==> config.mk <==
export PLATFORM = sky130hd
export DESIGN_NAME = imu_frame_parser_flat
export DESIGN_NICKNAME = d
export VERILOG_FILES = /design/src/design/imu_fp_pkg.sv /design/src/design/imu_fp_channels.sv /design/src/design/imu_fp_in.sv /design/src/design/imu_fp_parse.sv /design/src/design/imu_fp_out.sv /design/src/design/imu_frame_parser.sv /design/src/flat_wrapper.sv
export VERILOG_INCLUDE_DIRS = /design/src /design/src/design
export SDC_FILE = /design/constraint.sdc
export NUM_CORES = 1
export LEC_CHECK = 0
export BUFFER_PORTS_ARGS = -buffer_cell sky130_fd_sc_hd__buf_2
export CORE_MARGIN = 3
export CORE_UTILIZATION = 40
export DETAILED_ROUTE_END_ITERATION = 10
export GPL_ROUTABILITY_DRIVEN = 0
export PLACE_DENSITY = 0.57
export SYNTH_ARGS = -nofsm -noshare
export SYNTH_HDL_FRONTEND = slang
export SYNTH_SLANG_ARGS = --single-unit
==> constraint.sdc <==
create_clock -name clock -period 5.7 [get_ports clock]
set_clock_uncertainty 0.15 [all_clocks]
set_input_delay 1.14 -clock clock [delete_from_list [all_inputs] [get_ports clock]]
set_output_delay 1.14 -clock clock [all_outputs]
set_load 0.005 [all_outputs]
==> src/design/imu_frame_parser_assert.svh <==
// Assertion helpers shared by the frame parser modules.
`ifndef IMU_FRAME_PARSER_ASSERT_SVH
`define IMU_FRAME_PARSER_ASSERT_SVH

// The consequent must hold in the same cycle as the antecedent.
`define IFP_ASSERT_SAME(label, clk, rst, ante, cons) \
   label: assert property (@(posedge clk) disable iff (rst) (ante) |-> (cons)) \
      else $error("imu_frame_parser: same-cycle check failed");

// The consequent must hold in the cycle after the antecedent.
`define IFP_ASSERT_NEXT(label, clk, rst, ante, cons) \
   label: assert property (@(posedge clk) disable iff (rst) (ante) |=> (cons)) \
      else $error("imu_frame_parser: next-cycle check failed");

`endif

==> src/design/imu_fp_pkg.sv <==
package imu_fp_pkg;

   localparam logic [7:0] SYNC_BYTE  = 8'h55;
   localparam logic [7:0] CODE_TIME  = 8'h50;
   localparam logic [7:0] CODE_ANGLE = 8'h53;

   localparam int PAYLOAD_BYTES = 8;
   localparam int PAYLOAD_IDX_W = $clog2(PAYLOAD_BYTES);
   localparam int KIND_W        = 2;
   localparam int WORD_W        = 16;

   localparam logic [PAYLOAD_IDX_W-1:0] LAST_IDX = PAYLOAD_IDX_W'(PAYLOAD_BYTES - 1);

   typedef struct packed {
      logic       valid;
      logic [7:0] data;
   } byte_item_type;

   typedef struct packed {
      logic [KIND_W-1:0]        frame_kind;
      logic signed [WORD_W-1:0] word_x;
      logic signed [WORD_W-1:0] word_y;
      logic signed [WORD_W-1:0] word_z;
      logic signed [WORD_W-1:0] word_extra;
   } frame_type;

   typedef enum logic [2:0] {
      ST_IDLE    = 3'b001,
      ST_TYPE    = 3'b010,
      ST_PAYLOAD = 3'b100
   } parse_state_type;

endpackage

==> src/design/imu_fp_channels.sv <==
interface imu_fp_req_if;
   logic       valid;
   logic       ready;
   logic [7:0] rx_byte;

   modport source (output valid, output rx_byte, input ready);
   modport sink (input valid, input rx_byte, output ready);
endinterface

interface imu_fp_rsp_if;
   logic                                  valid;
   logic                                  ready;
   logic [imu_fp_pkg::KIND_W-1:0]         frame_kind;
   logic signed [imu_fp_pkg::WORD_W-1:0]  word_x;
   logic signed [imu_fp_pkg::WORD_W-1:0]  word_y;
   logic signed [imu_fp_pkg::WORD_W-1:0]  word_z;
   logic signed [imu_fp_pkg::WORD_W-1:0]  word_extra;

   modport source (output valid, output frame_kind, output word_x, output word_y,
                   output word_z, output word_extra, input ready);
   modport sink (input valid, input frame_kind, input word_x, input word_y,
                 input word_z, input word_extra, output ready);
endinterface

==> src/design/imu_fp_in.sv <==
module imu_fp_in (
   input  logic                      clock,
   input  logic                      reset,
   input  logic                      in_valid,
   input  logic [7:0]                in_byte,
   output logic                      in_ready,
   input  logic                      advance,
   output imu_fp_pkg::byte_item_type item
);

   logic       valid_ff;
   logic       valid_in;
   logic [7:0] data_ff;

   // The register takes a new byte whenever it is empty or its byte moves on.
   assign in_ready = !valid_ff || advance;
   assign valid_in = in_ready ? in_valid : valid_ff;

   always_ff @(posedge clock) begin
      if (reset) begin
         valid_ff <= 1'b0;
      end else begin
         valid_ff <= valid_in;
      end
   end

   always_ff @(posedge clock) begin
      if (in_valid && in_ready) begin
         data_ff <= in_byte;
      end
   end

   assign item.valid = valid_ff;
   assign item.data  = data_ff;

endmodule

==> src/design/imu_fp_parse.sv <==
`include "imu_frame_parser_assert.svh"

module imu_fp_parse (
   input  logic                      clock,
   input  logic                      reset,
   input  imu_fp_pkg::byte_item_type item,
   input  logic                      out_free,
   output logic                      advance,
   output logic                      res_valid,
   output imu_fp_pkg::frame_type     res
);

   imu_fp_pkg::parse_state_type                state_ff, state_in;
   logic [imu_fp_pkg::PAYLOAD_IDX_W-1:0]       idx_ff, idx_in;
   logic [imu_fp_pkg::KIND_W-1:0]              kind_ff, kind_in;
   logic [7:0]                                 store_ff [imu_fp_pkg::PAYLOAD_BYTES];
   logic                                       is_last;
   logic                                       code_ok;
   logic [7:0]                                 code_off;

   assign is_last   = (state_ff == imu_fp_pkg::ST_PAYLOAD) && (idx_ff == imu_fp_pkg::LAST_IDX);
   assign res_valid = item.valid && is_last;
   // Only the byte that completes a frame has to wait for room at the output.
   assign advance   = item.valid && (!is_last || out_free);

   assign code_ok  = (item.data >= imu_fp_pkg::CODE_TIME) && (item.data <= imu_fp_pkg::CODE_ANGLE);
   assign code_off = item.data - imu_fp_pkg::CODE_TIME;

   always_comb begin
      state_in = state_ff;
      idx_in   = idx_ff;
      kind_in  = kind_ff;
      if (advance) begin
         unique case (state_ff)
            imu_fp_pkg::ST_IDLE: begin
               if (item.data == imu_fp_pkg::SYNC_BYTE) begin
                  state_in = imu_fp_pkg::ST_TYPE;
               end
            end
            imu_fp_pkg::ST_TYPE: begin
               // A bad code, the sync byte included, drops back to idle; it does not start a new frame.
               if (code_ok) begin
                  state_in = imu_fp_pkg::ST_PAYLOAD;
                  kind_in  = code_off[imu_fp_pkg::KIND_W-1:0];
                  idx_in   = '0;
               end else begin
                  state_in = imu_fp_pkg::ST_IDLE;
               end
            end
            imu_fp_pkg::ST_PAYLOAD: begin
               idx_in = idx_ff + 1'b1;
               if (is_last) begin
                  state_in = imu_fp_pkg::ST_IDLE;
               end
            end
            default: begin
               state_in = imu_fp_pkg::ST_IDLE;
            end
         endcase
      end
   end

   always_ff @(posedge clock) begin
      if (reset) begin
         state_ff <= imu_fp_pkg::ST_IDLE;
         idx_ff   <= '0;
         kind_ff  <= '0;
      end else begin
         state_ff <= state_in;
         idx_ff   <= idx_in;
         kind_ff  <= kind_in;
      end
   end

   always_ff @(posedge clock) begin
      if (advance && (state_ff == imu_fp_pkg::ST_PAYLOAD)) begin
         store_ff[idx_ff] <= item.data;
      end
   end

   // The eighth payload byte is taken straight from the input register.
   assign res.frame_kind = kind_ff;
   assign res.word_x     = {store_ff[1], store_ff[0]};
   assign res.word_y     = {store_ff[3], store_ff[2]};
   assign res.word_z     = {store_ff[5], store_ff[4]};
   assign res.word_extra = {item.data, store_ff[6]};

   `IFP_ASSERT_SAME(a_res_only_in_payload, clock, reset, res_valid,
                    state_ff == imu_fp_pkg::ST_PAYLOAD && idx_ff == imu_fp_pkg::LAST_IDX)
   `IFP_ASSERT_NEXT(a_idle_after_frame, clock, reset, res_valid && advance,
                    state_ff == imu_fp_pkg::ST_IDLE)
   `IFP_ASSERT_NEXT(a_sync_starts_frame, clock, reset,
                    state_ff == imu_fp_pkg::ST_IDLE && advance &&
                    item.data == imu_fp_pkg::SYNC_BYTE,
                    state_ff == imu_fp_pkg::ST_TYPE)

endmodule

==> src/design/imu_fp_out.sv <==
`include "imu_frame_parser_assert.svh"

module imu_fp_out (
   input  logic                  clock,
   input  logic                  reset,
   input  logic                  res_valid,
   input  imu_fp_pkg::frame_type res,
   output logic                  out_free,
   output logic                  out_valid,
   input  logic                  out_ready,
   output imu_fp_pkg::frame_type out_data
);

   logic                  valid_ff;
   logic                  valid_in;
   logic                  load;
   imu_fp_pkg::frame_type data_ff;

   assign out_free = !valid_ff || out_ready;
   assign load     = res_valid && out_free;

   always_comb begin
      priority if (load) begin
         valid_in = 1'b1;
      end else if (out_ready) begin
         valid_in = 1'b0;
      end else begin
         valid_in = valid_ff;
      end
   end

   always_ff @(posedge clock) begin
      if (reset) begin
         valid_ff <= 1'b0;
      end else begin
         valid_ff <= valid_in;
      end
   end

   always_ff @(posedge clock) begin
      if (load) begin
         data_ff <= res;
      end
   end

   assign out_valid = valid_ff;
   assign out_data  = data_ff;

   `IFP_ASSERT_SAME(a_no_overwrite, clock, reset, load, !(valid_ff && !out_ready))

endmodule

==> src/design/imu_frame_parser.sv <==
// Frame parser for the byte stream of an inertial sensor's serial link.
// req_ch carries one received byte per item (rx_byte). rsp_ch carries one
// decoded frame per item: frame_kind (0 time, 1 acceleration, 2 rotation
// rate, 3 angle) and the four signed little-endian words of the payload.
// Bytes outside a frame are dropped until the sync byte 0x55; the next byte
// must be a type code 0x50..0x53, otherwise the parser returns to idle.
// Eight payload bytes follow; the checksum after them is not checked.
// The frame goes into the output register from the input register holding
// its eighth payload byte once the output is free; rsp_ch takes it there.
// Throughput: one byte per cycle while the output has room, set by the
// input register and the single parse stage behind it.
// When the receiver stalls, the finished frame waits in the output register
// while bytes keep flowing; only a byte that completes a second frame holds
// in the input register, and req_ch.ready drops until the output is taken.
// Reset is synchronous: the parser goes idle and both registers empty; the
// payload bytes themselves are not cleared.
module imu_frame_parser (
   input logic                clock,
   input logic                reset,
   imu_fp_req_if.sink         req_ch,
   imu_fp_rsp_if.source       rsp_ch
);

   imu_fp_pkg::byte_item_type item;
   imu_fp_pkg::frame_type     res;
   imu_fp_pkg::frame_type     out_data;
   logic                      advance;
   logic                      res_valid;
   logic                      out_free;

   imu_fp_in u_in (
      .clock    (clock),
      .reset    (reset),
      .in_valid (req_ch.valid),
      .in_byte  (req_ch.rx_byte),
      .in_ready (req_ch.ready),
      .advance  (advance),
      .item     (item)
   );

   imu_fp_parse u_parse (
      .clock     (clock),
      .reset     (reset),
      .item      (item),
      .out_free  (out_free),
      .advance   (advance),
      .res_valid (res_valid),
      .res       (res)
   );

   imu_fp_out u_out (
      .clock     (clock),
      .reset     (reset),
      .res_valid (res_valid),
      .res       (res),
      .out_free  (out_free),
      .out_valid (rsp_ch.valid),
      .out_ready (rsp_ch.ready),
      .out_data  (out_data)
   );

   assign rsp_ch.frame_kind = out_data.frame_kind;
   assign rsp_ch.word_x     = out_data.word_x;
   assign rsp_ch.word_y     = out_data.word_y;
   assign rsp_ch.word_z     = out_data.word_z;
   assign rsp_ch.word_extra = out_data.word_extra;

endmodule

==> src/flat_wrapper.sv <==
// flat-port wrapper written by rule: the top's interface ports become plain ports
module imu_frame_parser_flat 
  (clock, reset, req_ch_valid, req_ch_rx_byte, req_ch_ready, rsp_ch_valid, rsp_ch_frame_kind, rsp_ch_word_x, rsp_ch_word_y, rsp_ch_word_z, rsp_ch_word_extra, rsp_ch_ready);
  imu_fp_req_if req_ch_i ();
  imu_fp_rsp_if rsp_ch_i ();
  input logic clock;
  input logic reset;
  input wire logic [$bits(req_ch_i.valid)-1:0] req_ch_valid;
  input wire logic [$bits(req_ch_i.rx_byte)-1:0] req_ch_rx_byte;
  output wire logic [$bits(req_ch_i.ready)-1:0] req_ch_ready;
  output wire logic [$bits(rsp_ch_i.valid)-1:0] rsp_ch_valid;
  output wire logic [$bits(rsp_ch_i.frame_kind)-1:0] rsp_ch_frame_kind;
  output wire logic [$bits(rsp_ch_i.word_x)-1:0] rsp_ch_word_x;
  output wire logic [$bits(rsp_ch_i.word_y)-1:0] rsp_ch_word_y;
  output wire logic [$bits(rsp_ch_i.word_z)-1:0] rsp_ch_word_z;
  output wire logic [$bits(rsp_ch_i.word_extra)-1:0] rsp_ch_word_extra;
  input wire logic [$bits(rsp_ch_i.ready)-1:0] rsp_ch_ready;
  assign req_ch_i.valid = req_ch_valid;
  assign req_ch_i.rx_byte = req_ch_rx_byte;
  assign req_ch_ready = req_ch_i.ready;
  assign rsp_ch_valid = rsp_ch_i.valid;
  assign rsp_ch_frame_kind = rsp_ch_i.frame_kind;
  assign rsp_ch_word_x = rsp_ch_i.word_x;
  assign rsp_ch_word_y = rsp_ch_i.word_y;
  assign rsp_ch_word_z = rsp_ch_i.word_z;
  assign rsp_ch_word_extra = rsp_ch_i.word_extra;
  assign rsp_ch_i.ready = rsp_ch_ready;
  imu_frame_parser u_core (.clock(clock), .reset(reset), .req_ch(req_ch_i), .rsp_ch(rsp_ch_i));
endmodule
==> summary.txt <==
Clock tree
  • Longest Clk Path Bufs: 2
  • Num CTS Buffers: 17
  • Clk root buf: clkbuf_16
  • CTS Hold Bufs: 0
  • CTS tree: yes
  • Post-CTS setup buffer count: 0
  • Worst-Skew Late Latency: 0.41 ns
  • CTS resizes: 0
  • Reg clk slew, reported paths: about 0.06 ns
  • Clock sinks: 140
  • H-tree levels: 4

Floorplan
  • Die W: between 100 and 150 um
  • Row count: 38
  • Core area: 10900 um2
  • Initial core utilization: 41.2%
  • Die area: between 10000 and 15000 um2
  • Die Y: 112 um
  • Ports: 80

Cells and area
  • Proportion of layout cells with a drive suffix above 1: between 30% and 40%
  • Nets: 309
  • Number of diodes: 0
  • Area growth syn-to-layout: 26.1%
  • Fill count: 891

Setup path
  • R2R depth: 5
  • Worst r2r src: u_core.u_parse.idx_ff[0]
  • Crit Path Max Fanout: 4
  • Crit path DAT: 1.92 ns
  • Critical path endpoint category: output port
  • Required time of the critical path: 4.41 ns
  • Startpoint types: input pin
  • CP Class: input pin to output port
  • R2R Path End: rsp_ch_word_x[11]
  • Reg2Reg Setup Slack: 2.81 ns

Logic synthesis
  • Avg Cell Area, Syn: 22.6 um2
  • Number of synthesized register bits: 140
  • Seq/Total Area, Yosys: approximately nine tenths
  • Synthesized area: 4510 um2
  • Syn Inst Count: 199
  • Distinct cells, synth: 32
  • Mapped Nets: 213
  • Synth warn: 0

Outcome
  • Outcome: completed

Drt
  • Initial DRC count: 135
  • Final Routed Wirelength: 7.25 mm
  • DR pass1 iterations: 4
  • Post-route DRC: 0
  • Post-DRT Antenna Nets: 0
  • Routed len/inst: 16.2 um
  • Total number of vias: roughly 2100
  • DR vias/cell: around 4.7

Global routing
  • Largest net degree at the start of global routing: 35
  • Initial antenna violation count: 0
  • GRT overflow: 0
  • First-pass GRT wire length: 11.3 mm
  • Vias in the first global route: 2021
  • All-Layer GR Usage: roughly an eighth

Placement
  • Final HPWL DP: 4.55 mm
  • # port buffers: approximately 80

Pwr
  • Sw Pwr: 0.437 mW
  • Clk network pwr share: 48.1%
  • Maximum VDD drop: 0.195 mV
  • Power Density: between 300 and 400 nW/um2
  • Sequential share of power: 51.5%
  • Power Internal: about 1.8 mW
  • Switching Fraction: 19.7%
  • Comb power frac: 0.4%
  • Leak: 1.97 nW

Timing
  • RSZ-0062 raised after global routing: no
  • Setup_tns: 0 ns
  • Final hold slack: 0.266 ns
  • Final-report hold violation count: 0
  • Slew @ Worst Pin: 1.11 ns
  • Peak Freq: 311 MHz
  • Worst slew margin relative to its limit: 25.6%
  • Clock period minus worst slack: 3.21 ns
  • Max-slew violations: 0
  • Final period util: 56.3%
  • Setup Viol. Count Final: 0

Min path
  • Worst hold path class: flop to flop
  • WHS Endpoint: rsp_ch_word_extra[4]
  • HP Start: u_core.u_parse.store_ff[6][4]
  • Hold-critical path depth: 0

Run
  • Maxcap violations: 0
power groups by stage:
stage | Sequential (mW) | Clock (mW) | Combinational (mW)
3_5_place_dp | 1.16 | 0 | 0.00900
3_3_place_gp | 1.16 | 0 | 0.00885
6_report | 1.14 | 1.07 | 0.00904
5_1_grt | 1.14 | 1.14 | 0.0104
4_1_cts | 1.14 | 1.08 | 0.00912
2_1_floorplan | 1.15 | 0 | 0.00525
worst max-delay path by stage:
stage                       startpoint                   end  cells past startpoint  slack, ns
final                     rsp_ch_ready          req_ch_ready                      4       2.49
after global routing      rsp_ch_ready          req_ch_ready                      4       2.39
after CTS                 rsp_ch_ready          req_ch_ready                      4       2.49
after detailed placement  rsp_ch_ready          req_ch_ready                      4       2.50
after global placement    rsp_ch_ready          req_ch_ready                      4       2.51
after floorplan           rsp_ch_ready  rsp_ch_word_extra[0]                      2       1.10
cells by family after synthesis:
kind of cell	share of synthesized area, %
AOI/OAI and AO/OA	1.47
adders and majority gates	0.555
DFF	91.1
buffers and inverters	0.444
muxes	0.444
and+or+nand+nor	6.00
Yosys cell counts, drive strengths merged:
cell     instances  area share [%]
edfxtp         130              87
dfxtp           10             4.4
nand3            7            0.89
a21oi            5            0.56
nand2            5            0.42
nor2             4            0.33
nor2b            4            0.56
nor3b            4             1.1
clkbuf           3            0.28
nor4b            3            0.86
a31oi            2            0.28
ha               2            0.56
inv              2            0.17
mux2i            2            0.44
nand2b           2            0.28
nand4            2            0.28
nor3             2            0.22
o21ai            2            0.22
a21bo            1            0.22
and2             1            0.14
and3             1            0.14
and4b            1            0.22
nand3b           1            0.17
nor4             1            0.14
nor4bb           1            0.22
o2bb2ai          1            0.19
per-stage QoR:
step | total power, mW | worst slack, ns | util [%] | instance area, um2 | instances
finish | 2.22 | 2.49 | 51.9 | 5680 | 448
floorplan | 1.16 | 1.10 | - | 4510 | 199
CTS | 2.23 | 2.49 | 51.9 | 5680 | 448
global placement | 1.17 | 2.51 | 46.6 | 5090 | 416
global route | 2.30 | 2.39 | 51.9 | 5680 | 448
detailed placement | 1.17 | 2.50 | 46.6 | 5090 | 416
worst max-delay path, stage by stage:
cell,delay [ns]
buf_2,0.10
nor2b_1,0.31
nand4_1,0.19
buf_2,0.17
area by class of cell:
type                    count  area, um2  area share [%]
flip-flops and latches    140       4100            72.2
clock buffers              17        425            7.49
repair buffers             80        403            7.09
multi-input cells          54        402            7.07
well taps                 140        175            3.08
clock inverters            15        164            2.89
inverters                   2       7.51           0.132
layout by cell type, fill, tap and decap left out:
cell and instances:
buf_2 79, clkinv_4 2, clkbuf_16 17, clkinv_2 2
bufinv_16 2, a31oi_1 2, nor4bb_1 1, nor3b_2 2
o21ai_1 1, a21oi_1 5, inv_8 1, nand3b_1 1
o2bb2ai_1 1, and3_1 1, nand2_1 5, inv_1 2
dfxtp_1 10, a21bo_2 1, and2_1 1, mux2i_1 2
nand3_1 6, nor2_1 3, nand2b_1 2, and4b_1 1
nor3b_1 1, nor3b_4 1, nand3_2 1, nor4_2 1
edfxtp_1 130, nor2b_1 4, buf_4 1, nand4_1 2
nor3_1 2, nor2_4 1, o21ai_0 1, inv_6 4
nor4b_2 3, clkinvlp_4 4, ha_1 2
per-layer routing:
| metal | GRT usage [%] | vias up | routed length (um) |
|---|---|---|---|
| met5 | 0 | - | 0 |
| met4 | 5.77 | 0 | 150 |
| met3 | 5.07 | 11 | 433 |
| met2 | 18.8 | 74 | 3570 |
| met1 | 15.6 | 1031 | 3100 |
| li1 | - | 983 | - |
flip-flops by register name, summed over array words and instances (netlist names):
register / cells
u_core.u_parse.state_ff: 3
u_core.u_parse.idx_ff: 3
rsp_ch_word_y: 16
u_core.u_in.data_ff: 8
u_core.u_out.out_valid: 1
rsp_ch_word_z: 16
rsp_ch_word_extra: 8
u_core.u_parse.kind_ff: 2
u_core.u_out.out_data: 10
u_core.u_parse.store_ff: 56
u_core.u_in.valid_ff: 1
rsp_ch_word_x: 16
Note: power is estimated with default switching activity, not from simulation.
